[src/hw/rtl/gmps_pkg.sv]
`default_nettype none

package gmps_pkg;

  // cell index space fixed by the 6-bit cell fields
  localparam int unsigned CellW   = 6;
  localparam int unsigned NumCells = 64;
  localparam int unsigned DimW    = 4;
  localparam int unsigned DepthW  = 7;
  localparam int unsigned DirW    = 3;
  localparam int unsigned CfgIdxW = 2;

  // configuration register indexes
  localparam logic [CfgIdxW-1:0] CfgRowsInUse = 2'd0;
  localparam logic [CfgIdxW-1:0] CfgColsInUse = 2'd1;

  // search directions, in ascending neighbour index order
  localparam logic [DirW-1:0] DirUp    = 3'd0;
  localparam logic [DirW-1:0] DirLeft  = 3'd1;
  localparam logic [DirW-1:0] DirRight = 3'd2;
  localparam logic [DirW-1:0] DirDown  = 3'd3;
  localparam logic [DirW-1:0] DirDone  = 3'd4;

  localparam logic       FuncWall  = 1'b0;
  localparam logic       FuncSolve = 1'b1;

  typedef struct packed {
    logic             func;
    logic [CellW-1:0] cell_a;
    logic [CellW-1:0] cell_b;
  } in_item_t;

  typedef struct packed {
    logic [CellW-1:0] path_cell;
    logic             found;
    logic             last;
  } out_item_t;

  // controller to datapath
  typedef struct packed {
    logic load_in;
    logic rem_step;
    logic wall_write;
    logic search_init;
    logic push;
    logic next_dir;
    logic pop;
    logic load_top;
    logic emit_init;
    logic emit_rd;
    logic emit_load;
    logic emit_nopath;
  } dp_cmd_t;

  // datapath to controller
  typedef struct packed {
    logic rem_lt_cols;
    logic at_end;
    logic dir_done;
    logic step_ok;
    logic depth_one;
    logic k_last;
    logic slot_free;
  } dp_status_t;

endpackage

`default_nettype wire

[src/hw/rtl/grid_maze_path_search_top.sv]
`default_nettype none

// Depth-first maze solver on a grid of up to MAX_ROWS by MAX_COLS cells (at most 64
// cells), numbered row-major. A wall item steps the lower cell index down by cols until
// it is below cols, which gives its column, and then writes the wall; it returns nothing.
// A solve item tries each direction at a cell in turn and pushes onto the search stack
// where the neighbour is open and not yet visited; a backtrack pops the stack and then
// loads the parent entry (the stack memory read is registered). Each path cell is then
// read from the stack and loaded into the output register, waiting while that register
// holds a result not yet taken. Inputs are taken only while the block is idle; the last
// result may still sit in the output register. Walls are kept per cell index and read
// against the current rows/cols, and register values of 0 or above the maximum are used
// as 1 or the maximum.
module grid_maze_path_search_top import gmps_pkg::*; #(
  parameter int unsigned MAX_ROWS = 8,
  parameter int unsigned MAX_COLS = 8
) (
  input  wire logic               clk_i,
  input  wire logic               rst_ni,
  input  wire logic               cfg_valid_i,
  output logic                    cfg_ready_o,
  input  wire logic [CfgIdxW-1:0] cfg_index_i,
  input  wire logic [DimW-1:0]    cfg_data_i,
  input  wire logic               in_valid_i,
  output logic                    in_ready_o,
  input  wire in_item_t           in_item_i,
  output logic                    out_valid_o,
  input  wire logic               out_ready_i,
  output out_item_t               out_item_o
);

  dp_cmd_t    cmd;
  dp_status_t status;

  // configuration must only be written while idle; the block itself does not enforce this
  assign cfg_ready_o = 1'b1;

  gmps_ctrl u_ctrl (
    .clk_i      (clk_i),
    .rst_ni     (rst_ni),
    .in_valid_i (in_valid_i),
    .in_func_i  (in_item_i.func),
    .in_ready_o (in_ready_o),
    .status_i   (status),
    .cmd_o      (cmd)
  );

  gmps_dp #(
    .MAX_ROWS (MAX_ROWS),
    .MAX_COLS (MAX_COLS)
  ) u_dp (
    .clk_i       (clk_i),
    .rst_ni      (rst_ni),
    .cfg_valid_i (cfg_valid_i),
    .cfg_index_i (cfg_index_i),
    .cfg_data_i  (cfg_data_i),
    .in_item_i   (in_item_i),
    .cmd_i       (cmd),
    .status_o    (status),
    .out_ready_i (out_ready_i),
    .out_valid_o (out_valid_o),
    .out_item_o  (out_item_o)
  );

endmodule

`default_nettype wire

[src/hw/rtl/gmps_ctrl.sv]
`default_nettype none

module gmps_ctrl import gmps_pkg::*; (
  input  wire logic       clk_i,
  input  wire logic       rst_ni,
  input  wire logic       in_valid_i,
  input  wire logic       in_func_i,
  output logic            in_ready_o,
  input  wire dp_status_t status_i,
  output dp_cmd_t         cmd_o
);

  typedef enum logic [2:0] {
    StIdle,
    StWallMod,
    StInit,
    StTry,
    StLoad,
    StNoPath,
    StEmitRd,
    StEmitLd
  } state_e;

  state_e state_q, state_d;

  // next state and datapath commands
  always_comb begin
    cmd_o      = '0;
    state_d    = state_q;
    in_ready_o = 1'b0;
    unique case (state_q)
      StIdle: begin
        in_ready_o = 1'b1;
        if (in_valid_i) begin
          cmd_o.load_in = 1'b1;
          state_d = (in_func_i == FuncSolve) ? StInit : StWallMod;
        end
      end
      StWallMod: begin
        if (status_i.rem_lt_cols) begin
          cmd_o.wall_write = 1'b1;
          state_d = StIdle;
        end else begin
          cmd_o.rem_step = 1'b1;
        end
      end
      StInit: begin
        cmd_o.search_init = 1'b1;
        state_d = StTry;
      end
      StTry: begin
        if (status_i.at_end) begin
          cmd_o.emit_init = 1'b1;
          state_d = StEmitRd;
        end else if (status_i.dir_done) begin
          cmd_o.pop = 1'b1;
          state_d = status_i.depth_one ? StNoPath : StLoad;
        end else if (status_i.step_ok) begin
          cmd_o.push = 1'b1;
        end else begin
          cmd_o.next_dir = 1'b1;
        end
      end
      StLoad: begin
        cmd_o.load_top = 1'b1;
        state_d = StTry;
      end
      StNoPath: begin
        if (status_i.slot_free) begin
          cmd_o.emit_nopath = 1'b1;
          state_d = StIdle;
        end
      end
      StEmitRd: begin
        cmd_o.emit_rd = 1'b1;
        state_d = StEmitLd;
      end
      StEmitLd: begin
        if (status_i.slot_free) begin
          cmd_o.emit_load = 1'b1;
          state_d = status_i.k_last ? StIdle : StEmitRd;
        end
      end
      default: state_d = StIdle;
    endcase
  end

  // state register
  always_ff @(posedge clk_i or negedge rst_ni) begin
    if (!rst_ni) begin
      state_q <= StIdle;
    end else begin
      state_q <= state_d;
    end
  end

endmodule

`default_nettype wire

[src/hw/rtl/gmps_dp.sv]
`default_nettype none

module gmps_dp import gmps_pkg::*; #(
  parameter int unsigned MAX_ROWS = 8,
  parameter int unsigned MAX_COLS = 8
) (
  input  wire logic               clk_i,
  input  wire logic               rst_ni,
  input  wire logic               cfg_valid_i,
  input  wire logic [CfgIdxW-1:0] cfg_index_i,
  input  wire logic [DimW-1:0]    cfg_data_i,
  input  wire in_item_t           in_item_i,
  input  wire dp_cmd_t            cmd_i,
  output dp_status_t              status_o,
  input  wire logic               out_ready_i,
  output logic                    out_valid_o,
  output out_item_t               out_item_o
);

  localparam logic [6:0] MaxRows = 7'(MAX_ROWS);
  localparam logic [6:0] MaxCols = 7'(MAX_COLS);

  typedef struct packed {
    logic [CellW-1:0] node;
    logic [DimW-1:0]  row;
    logic [DimW-1:0]  col;
    logic [DirW-1:0]  dir;
  } stack_entry_t;

  logic [DimW-1:0]     rows_cfg_q, cols_cfg_q;
  logic [DimW-1:0]     rows, cols;
  logic [7:0]          total;
  logic [CellW-1:0]    end_cell;

  logic [CellW-1:0]    lo_q, hi_q, rem_q;
  logic [NumCells-1:0] wall_right_q, wall_below_q, visited_q;

  logic [CellW-1:0]    cur_cell_q;
  logic [DimW-1:0]     cur_row_q, cur_col_q;
  logic [DirW-1:0]     cur_dir_q;
  logic [DepthW-1:0]   depth_q;
  logic [DepthW-1:0]   k_q;

  stack_entry_t        stack_mem [NumCells];
  stack_entry_t        rd_q;
  logic [DepthW-1:0]   depth_m1, depth_m2;
  logic [CellW-1:0]    raddr;
  logic                re;

  out_item_t           out_q;
  logic                out_valid_q;

  logic                step_in;
  logic                wall_hit;
  logic [CellW-1:0]    nb_cell;
  logic [DimW-1:0]     nb_row, nb_col;

  logic                wall_ok, is_right, is_below;

  // configuration registers
  always_ff @(posedge clk_i or negedge rst_ni) begin
    if (!rst_ni) begin
      rows_cfg_q <= 4'd8;
      cols_cfg_q <= 4'd8;
    end else if (cfg_valid_i) begin
      unique case (cfg_index_i)
        CfgRowsInUse: rows_cfg_q <= cfg_data_i;
        CfgColsInUse: cols_cfg_q <= cfg_data_i;
        default: ;
      endcase
    end
  end

  // clamp the dimensions in use and derive the end cell
  always_comb begin
    rows = rows_cfg_q;
    if (rows_cfg_q == '0) rows = 4'd1;
    else if ({3'b0, rows_cfg_q} > MaxRows) rows = MaxRows[DimW-1:0];
    cols = cols_cfg_q;
    if (cols_cfg_q == '0) cols = 4'd1;
    else if ({3'b0, cols_cfg_q} > MaxCols) cols = MaxCols[DimW-1:0];
    total    = rows * cols;
    end_cell = CellW'(total - 8'd1);
  end

  // wall placement checks
  assign wall_ok  = ({2'b0, hi_q} < total) && (lo_q != hi_q);
  assign is_right = (({1'b0, lo_q} + 7'd1) == {1'b0, hi_q})
                 && (({1'b0, rem_q} + 7'd1) < {3'b0, cols});
  assign is_below = (({1'b0, lo_q} + {3'b0, cols}) == {1'b0, hi_q});

  // neighbour in the current direction
  always_comb begin
    step_in  = 1'b0;
    wall_hit = 1'b0;
    nb_cell  = cur_cell_q;
    nb_row   = cur_row_q;
    nb_col   = cur_col_q;
    case (cur_dir_q)
      DirUp: begin
        step_in  = (cur_row_q != '0);
        nb_cell  = cur_cell_q - {2'b0, cols};
        nb_row   = cur_row_q - 4'd1;
        wall_hit = wall_below_q[nb_cell];
      end
      DirLeft: begin
        step_in  = (cur_col_q != '0);
        nb_cell  = cur_cell_q - 6'd1;
        nb_col   = cur_col_q - 4'd1;
        wall_hit = wall_right_q[nb_cell];
      end
      DirRight: begin
        step_in  = ({1'b0, cur_col_q} + 5'd1) < {1'b0, cols};
        nb_cell  = cur_cell_q + 6'd1;
        nb_col   = cur_col_q + 4'd1;
        wall_hit = wall_right_q[cur_cell_q];
      end
      DirDown: begin
        step_in  = ({1'b0, cur_row_q} + 5'd1) < {1'b0, rows};
        nb_cell  = cur_cell_q + {2'b0, cols};
        nb_row   = cur_row_q + 4'd1;
        wall_hit = wall_below_q[cur_cell_q];
      end
      default: step_in = 1'b0;
    endcase
  end

  // status to the controller
  assign status_o.rem_lt_cols = ({1'b0, rem_q} < {3'b0, cols});
  assign status_o.at_end      = (cur_cell_q == end_cell);
  assign status_o.dir_done    = (cur_dir_q == DirDone);
  assign status_o.step_ok     = step_in && !wall_hit && !visited_q[nb_cell];
  assign status_o.depth_one   = (depth_q == 7'd1);
  assign status_o.k_last      = (k_q == depth_m1);
  assign status_o.slot_free   = !out_valid_q || out_ready_i;

  // input capture and column of the lower wall cell
  always_ff @(posedge clk_i) begin
    if (cmd_i.load_in) begin
      if (in_item_i.cell_a < in_item_i.cell_b) begin
        lo_q  <= in_item_i.cell_a;
        hi_q  <= in_item_i.cell_b;
        rem_q <= in_item_i.cell_a;
      end else begin
        lo_q  <= in_item_i.cell_b;
        hi_q  <= in_item_i.cell_a;
        rem_q <= in_item_i.cell_b;
      end
    end else if (cmd_i.rem_step) begin
      rem_q <= rem_q - {2'b0, cols};
    end
  end

  // walls and visited marks
  always_ff @(posedge clk_i or negedge rst_ni) begin
    if (!rst_ni) begin
      wall_right_q <= '0;
      wall_below_q <= '0;
      visited_q    <= '0;
    end else begin
      if (cmd_i.wall_write && wall_ok) begin
        if (is_right) wall_right_q[lo_q] <= 1'b1;
        else if (is_below) wall_below_q[lo_q] <= 1'b1;
      end
      if (cmd_i.search_init) begin
        visited_q    <= '0;
        visited_q[0] <= 1'b1;
      end else if (cmd_i.push) begin
        visited_q[nb_cell] <= 1'b1;
      end
    end
  end

  // top of the search stack and emit counter
  always_ff @(posedge clk_i or negedge rst_ni) begin
    if (!rst_ni) begin
      depth_q    <= '0;
      k_q        <= '0;
      cur_cell_q <= '0;
      cur_row_q  <= '0;
      cur_col_q  <= '0;
      cur_dir_q  <= DirUp;
    end else begin
      if (cmd_i.search_init) begin
        depth_q    <= 7'd1;
        cur_cell_q <= '0;
        cur_row_q  <= '0;
        cur_col_q  <= '0;
        cur_dir_q  <= DirUp;
      end else if (cmd_i.push) begin
        depth_q    <= depth_q + 7'd1;
        cur_cell_q <= nb_cell;
        cur_row_q  <= nb_row;
        cur_col_q  <= nb_col;
        cur_dir_q  <= DirUp;
      end else if (cmd_i.next_dir) begin
        cur_dir_q <= cur_dir_q + 3'd1;
      end else if (cmd_i.pop) begin
        depth_q <= depth_m1;
      end else if (cmd_i.load_top) begin
        cur_cell_q <= rd_q.node;
        cur_row_q  <= rd_q.row;
        cur_col_q  <= rd_q.col;
        cur_dir_q  <= rd_q.dir;
      end
      if (cmd_i.emit_init) begin
        k_q <= '0;
      end else if (cmd_i.emit_load) begin
        k_q <= k_q + 7'd1;
      end
    end
  end

  // stack memory, parents below the top entry
  assign depth_m1 = depth_q - 7'd1;
  assign depth_m2 = depth_q - 7'd2;
  assign raddr    = cmd_i.pop ? depth_m2[CellW-1:0] : k_q[CellW-1:0];
  assign re       = cmd_i.pop || cmd_i.emit_rd;

  always_ff @(posedge clk_i) begin
    if (cmd_i.push) begin
      stack_mem[depth_m1[CellW-1:0]] <= '{node: cur_cell_q, row: cur_row_q,
                                          col: cur_col_q, dir: cur_dir_q + 3'd1};
    end
    if (re) begin
      rd_q <= stack_mem[raddr];
    end
  end

  // output register
  always_ff @(posedge clk_i or negedge rst_ni) begin
    if (!rst_ni) begin
      out_valid_q <= 1'b0;
    end else if (cmd_i.emit_load || cmd_i.emit_nopath) begin
      out_valid_q <= 1'b1;
    end else if (out_ready_i) begin
      out_valid_q <= 1'b0;
    end
  end

  always_ff @(posedge clk_i) begin
    if (cmd_i.emit_nopath) begin
      out_q <= '{path_cell: '0, found: 1'b0, last: 1'b1};
    end else if (cmd_i.emit_load) begin
      out_q.path_cell <= status_o.k_last ? cur_cell_q : rd_q.node;
      out_q.found     <= 1'b1;
      out_q.last      <= status_o.k_last;
    end
  end

  assign out_valid_o = out_valid_q;
  assign out_item_o  = out_q;

`ifndef SYNTH
  // stack never holds more cells than have been reached
  a_depth_le_visited: assert property (@(posedge clk_i) disable iff (!rst_ni)
    32'(depth_q) <= $countones(visited_q))
    else $error("stack deeper than visited set");

  a_depth_max: assert property (@(posedge clk_i) disable iff (!rst_ni)
    depth_q <= 7'(NumCells))
    else $error("stack overflow");

  a_push_unvisited: assert property (@(posedge clk_i) disable iff (!rst_ni)
    cmd_i.push |-> (!visited_q[nb_cell] && step_in))
    else $error("push onto visited or blocked cell");

  a_init_start: assert property (@(posedge clk_i) disable iff (!rst_ni)
    cmd_i.search_init |=> (depth_q == 7'd1 && visited_q[0] && $countones(visited_q) == 1))
    else $error("search did not start at cell zero");
`endif

endmodule

`default_nettype wire
[config.mk]
export PLATFORM = sky130hd
export DESIGN_NAME = grid_maze_path_search_top
export DESIGN_NICKNAME = d
export VERILOG_FILES = /design/src/hw/rtl/gmps_pkg.sv /design/src/hw/rtl/grid_maze_path_search_top.sv /design/src/hw/rtl/gmps_ctrl.sv /design/src/hw/rtl/gmps_dp.sv
export SDC_FILE = /design/constraint.sdc
export NUM_CORES = 2
export LEC_CHECK = 0
export BUFFER_PORTS_ARGS = -buffer_cell sky130_fd_sc_hd__buf_4
export CORE_ASPECT_RATIO = 2
export CORE_MARGIN = 8
export CORE_UTILIZATION = 29
export CTS_CLUSTER_SIZE = 30
export DETAILED_ROUTE_END_ITERATION = 8
export HOLD_SLACK_MARGIN = 0.15
export PLACE_DENSITY = 0.44
export SLEW_MARGIN = 20
export SYNTH_ARGS = -nofsm -noshare
export SYNTH_HDL_FRONTEND = slang
export SYNTH_SLANG_ARGS = --single-unit
[constraint.sdc]
create_clock -name clk_i -period 9.1 [get_ports clk_i]
set_input_delay 1.82 -clock clk_i [delete_from_list [all_inputs] [get_ports clk_i]]
set_output_delay 1.82 -clock clk_i [all_outputs]
set_load 0.1 [all_outputs]
==> results.txt <==
In this run the critical register-to-register path is captured at u_dp.rd_q[1]. TritonCTS built the clock tree. The first detailed-routing pass took 5 iterations. In the final layout, the share of cells above drive strength 1 is 0.1584.

Headroom to the max-slew limit came out at 0.2231. The total congestion overflow after global routing is 0. Based on the critical path, the design can be clocked at up to about 0.13 GHz.

The met3 layer wire length in the routed design came out at a little over 7000 um. The number of pins exceeding their max-slew limit in the final report is 0. The post-cts hold buffer count came out at 0.

The H-tree depth reported by CTS came out at 3. The fraction of the mapped netlist area in compound gates came out at 0.1079. The layout overhead on the synthesized area is 14.06%. The top metal layer carrying routed signals is met4. The final-report hold violation count was 0. In the final timing run, aggregate negative setup slack is 0 ns.

Input and output buffers added on the ports amount to 33. The transition time at the pin with the least slew margin is 1.165 ns. The final weighted congestion in routability-driven placement came out at 0.8515. The data required time at the worst endpoint came out at 9.56 ns. Summed over all cells, the static leakage comes to approximately 23 nW.

CTS saw 1366 sinks. The first global-routing pass estimated around 300000 um of wire. The mapped netlist covers between 60000 and 70000 um^2. The power per standard cell area is between 200 and 300 nW/um^2. The I/O pin count is 35. Of the total synthesized cell area, the portion taken by full adders, half adders and majority gates is 0.01827. The max-capacitance violation count is 0. The sequential share of the synthesized area came out at 0.6598.

The remaining design rule violation count came out at 0. Setup slack closes at 1.178 ns. The worst clock skew is 0.06115 ns. The via count is 41130. The die covers 223500 um^2.

The cell count of the worst hold path is 2. The total nets after synthesis came out at 4884. The count of nets after finishing is ~4800. The async set-reset flop share out of synthesis came out at 0.1720.

The synthesized netlist cell count is 4778. The finished layout holds ~7600 standard cells, fillers aside. The post-cts gate resize count came out at 0.

The final number of setup-violating endpoints is 0. The reg-to-reg setup timing slack came out at between 1 and 1.5 ns. The met2 layer wire length in the routed design is roughly 120000 um.

The post-CTS setup repair buffer count is 0. The flop and latch count out of synthesis came out at 1366. The worst hold endpoint is u_dp.out_item_o[1]. The cell count after placement is 7340.

The detail route stage leaves a number of antenna-violating nets equal to 0. The most used flip-flop cell after synthesis is sky130_fd_sc_hd__edfxtp_1. The overall track demand over capacity in global routing came out at 0.1847.

The count of warnings emitted by yosys is 0. The longest clock path from root to sink contains 3 buffers. In this run the critical register-to-register path is launched from u_dp.cols_cfg_q[3].

The ratio of final minimum period to clock period is 0.8706. Clock-pin slew was measured on the worst setup and hold paths at around 0.070 ns. Of the total synthesized cell area, the portion taken by XOR and XNOR cells is 0.01084.

The placeable core area is around 210000 um^2. The initial antenna violation count came out at 10. Dividing the synthesized area by the synthesized cell count gives roughly 13 um^2. The number of rows in the core area came out at 236. The dominant combinational cell family by area after synthesis is simple AND/OR/NAND/NOR gates. The kind of critical path is register to register. The routed metal-1 wirelength is 75450 um. The run finished with clean final reports. The floorplan step set the die width to 338.3 um. The HPWL after detailed placement is roughly 130000 um. Clock tree synthesis inserted a total of roughly 120 buffers. After synthesis, the netlist uses 83 different library cells. The count of flip-flops with a built-in enable after synthesis is between 1000 and 1500. In the routed layout, each cell is associated on average with a via count of 5.410. The cell sitting at the root of the clock tree is a sky130_fd_sc_hd__clkbuf_16. The share of synthesized area spent on multiplexers is 0.03859.

The simple logic cell fraction of the synthesized area is 0.1349. Timing analysis after detailed placement gives a worst setup slack of about 1.1 ns. The maximum number of pins on one net before global-route repair came out at 187. In this run the worst setup path begins at u_dp.cols_cfg_q[3]. In this run the vertical extent of the chip is 660.7 um. The worst setup path is launched from a register. The worst IR drop on VDD came out at 0.2556 mV. At the worst endpoint, the arrival time is 8.38 ns.

The tightest min-delay check is of the register to register type. The final routed wire length divided by cell count came out at 28.20 um. The share of the core filled with cells came out at 0.3326.

STA classifies the critical path endpoint as a register. The minimum clock period is 7.922 ns. The number of global-route vias before repair is 42120. Setup repair after global routing left no endpoint under its margin. The initial detailed-routing violation count is 3197. The initial core utilization is 0.2916. In this run the most critical hold path is launched from u_dp.out_item_o[1].

The routed design has 214400 um of wire. Of all nets on the critical path, the largest fanout is 25. The clock latency on the worst-skew pair came out at about 0.76 ns. The worst-case reg-to-reg path depth is 24.
-- routing by layer --
layer	vias up	GRT usage
li1	18300	-
met1	21340	0.1922
met2	1122	0.3487
met3	368	0.01754
met4	0	0.1251
met5	-	0
-- cells in the final DEF, fill, tap and decap left out, types with 110 or more instances in the layout --
master,netlist,final
sky130_fd_sc_hd__a31oi_1,139,132
sky130_fd_sc_hd__clkbuf_16,0,118
sky130_fd_sc_hd__a31o_2,128,128
sky130_fd_sc_hd__nand4_1,110,110
sky130_fd_sc_hd__o21ai_0,381,381
sky130_fd_sc_hd__a21oi_1,113,112
sky130_fd_sc_hd__edfxtp_1,1123,1123
sky130_fd_sc_hd__nand3_1,706,705
sky130_fd_sc_hd__nand2_1,552,549
sky130_fd_sc_hd__buf_4,5,201
sky130_fd_sc_hd__dfrtp_1,233,219
-- worst max-delay path, cell delays in order, from the launching register on --
cell                       delay (ns)
sky130_fd_sc_hd__dfstp_2         0.57
sky130_fd_sc_hd__clkinv_1        0.07
sky130_fd_sc_hd__buf_4           0.18
sky130_fd_sc_hd__nand2_1         0.37
sky130_fd_sc_hd__inv_1           0.19
sky130_fd_sc_hd__nand3_1         0.16
sky130_fd_sc_hd__fa_1            0.43
sky130_fd_sc_hd__fa_1            0.52
sky130_fd_sc_hd__inv_1           0.08
sky130_fd_sc_hd__ha_1            0.28
sky130_fd_sc_hd__a21o_1          0.18
sky130_fd_sc_hd__a21oi_1         0.28
sky130_fd_sc_hd__xnor3_1         0.31
sky130_fd_sc_hd__mux2_2          0.31
sky130_fd_sc_hd__o21ai_2         0.52
sky130_fd_sc_hd__nand2_1         0.10
sky130_fd_sc_hd__buf_4           0.25
sky130_fd_sc_hd__o21ai_4         0.88
sky130_fd_sc_hd__buf_4           0.37
sky130_fd_sc_hd__buf_4           0.19
sky130_fd_sc_hd__buf_4           0.23
sky130_fd_sc_hd__nand3_1         0.10
sky130_fd_sc_hd__nand4_1         0.49
sky130_fd_sc_hd__and4_1          0.40
sky130_fd_sc_hd__nand4_1         0.15
-- Yosys cell counts (10+ instances only) --
cell	count	share of area
sky130_fd_sc_hd__buf_2	47	0.0039
sky130_fd_sc_hd__mux4_2	81	0.030
sky130_fd_sc_hd__ha_1	72	0.015
sky130_fd_sc_hd__mux2_2	25	0.0047
sky130_fd_sc_hd__clkbuf_1	321	0.020
sky130_fd_sc_hd__a32oi_1	52	0.0076
sky130_fd_sc_hd__nor3_1	59	0.0049
sky130_fd_sc_hd__a21oi_1	113	0.0094
sky130_fd_sc_hd__nand4_1	110	0.011
sky130_fd_sc_hd__o211ai_1	11	0.0014
sky130_fd_sc_hd__inv_1	46	0.0029
sky130_fd_sc_hd__a211oi_1	13	0.0016
sky130_fd_sc_hd__xnor2_1	44	0.0064
sky130_fd_sc_hd__buf_1	21	0.0013
sky130_fd_sc_hd__a311oi_1	12	0.0017
sky130_fd_sc_hd__nand3_1	706	0.059
sky130_fd_sc_hd__o21ai_0	381	0.032
sky130_fd_sc_hd__nor4_1	32	0.0033
sky130_fd_sc_hd__nand2b_1	14	0.0015
sky130_fd_sc_hd__mux2i_1	22	0.0037
sky130_fd_sc_hd__o31ai_1	50	0.0062
sky130_fd_sc_hd__fa_1	10	0.0033
sky130_fd_sc_hd__xor2_1	28	0.0041
sky130_fd_sc_hd__nor3b_1	16	0.0020
sky130_fd_sc_hd__nand2_1	552	0.034
sky130_fd_sc_hd__a21o_1	19	0.0024
sky130_fd_sc_hd__a31oi_1	139	0.014
sky130_fd_sc_hd__and3_1	23	0.0024
sky130_fd_sc_hd__a31o_2	128	0.019
sky130_fd_sc_hd__nor2b_1	15	0.0016
sky130_fd_sc_hd__dfrtp_1	233	0.097
sky130_fd_sc_hd__and2_1	12	0.0012
sky130_fd_sc_hd__o22ai_1	11	0.0011
sky130_fd_sc_hd__edfxtp_1	1123	0.56
sky130_fd_sc_hd__nor2_1	68	0.0042
sky130_fd_sc_hd__and4_1	35	0.0051
-- worst max-delay path by stage --
stage	cells past startpoint	slack (ns)	endpoint
after floorplan	19	1.83	u_dp.stack_mem[39][0]
after global placement	23	0.97	u_dp.rd_q[6]
after detailed placement	24	1.13	u_dp.rd_q[5]
after CTS	24	1.10	u_dp.rd_q[5]
after global routing	24	0.86	u_dp.rd_q[1]
final	24	1.18	u_dp.rd_q[1]
-- cells by family after synthesis --
logic type	count (synthesis)
and+or+nand+nor	1670
AOI/OAI and AO/OA	1011
other	1
adders and majority gates	82
xor gates and xnor gates	73
buffers and inverters	447
muxes	128
DFF	1366
-- where the power goes --
group,switching [mW],internal (mW)
Combinational,5.34,1.77
Sequential,0.433,7.73
Clock,2.43,2.81
Total,8.20,12.3
-- cell type report --
class                      count  area, um^2
antenna                       42       105.1
tap                         2737        3425
fill                       20650      138000
clock buffer                 134        3013
sequential                  1366       39790
clock inverter                86       874.6
inverter                      49       185.2
multi-input combinational   2965       19430
timing repair buffer         223        1913
-- through the flow --
stage,cell area [um^2],hold slack [ns],total power [mW]
after global routing,68740,0.4746,21.31
after CTS,68630,0.4637,20.73
after floorplan,60270,0.4367,12.14
after detailed placement,64740,0.4503,15.47
after global placement,64650,0.4469,15.42
final,68740,0.4551,20.51
-- flip-flops by register name, summed over array words and instances (netlist names), 6 cells and up --
register / count
u_dp.hi_q: 6
u_dp.visited_q: 64
u_dp.wall_below_q: 64
u_dp.depth_q: 7
u_dp.k_q: 7
u_dp.rd_q: 17
u_dp.out_item_o: 8
u_dp.stack_mem: 1088
u_dp.wall_right_q: 64
u_dp.lo_q: 6
u_dp.rem_q: 6
u_dp.cur_cell_q: 6
(Power assumes the default switching activity.)
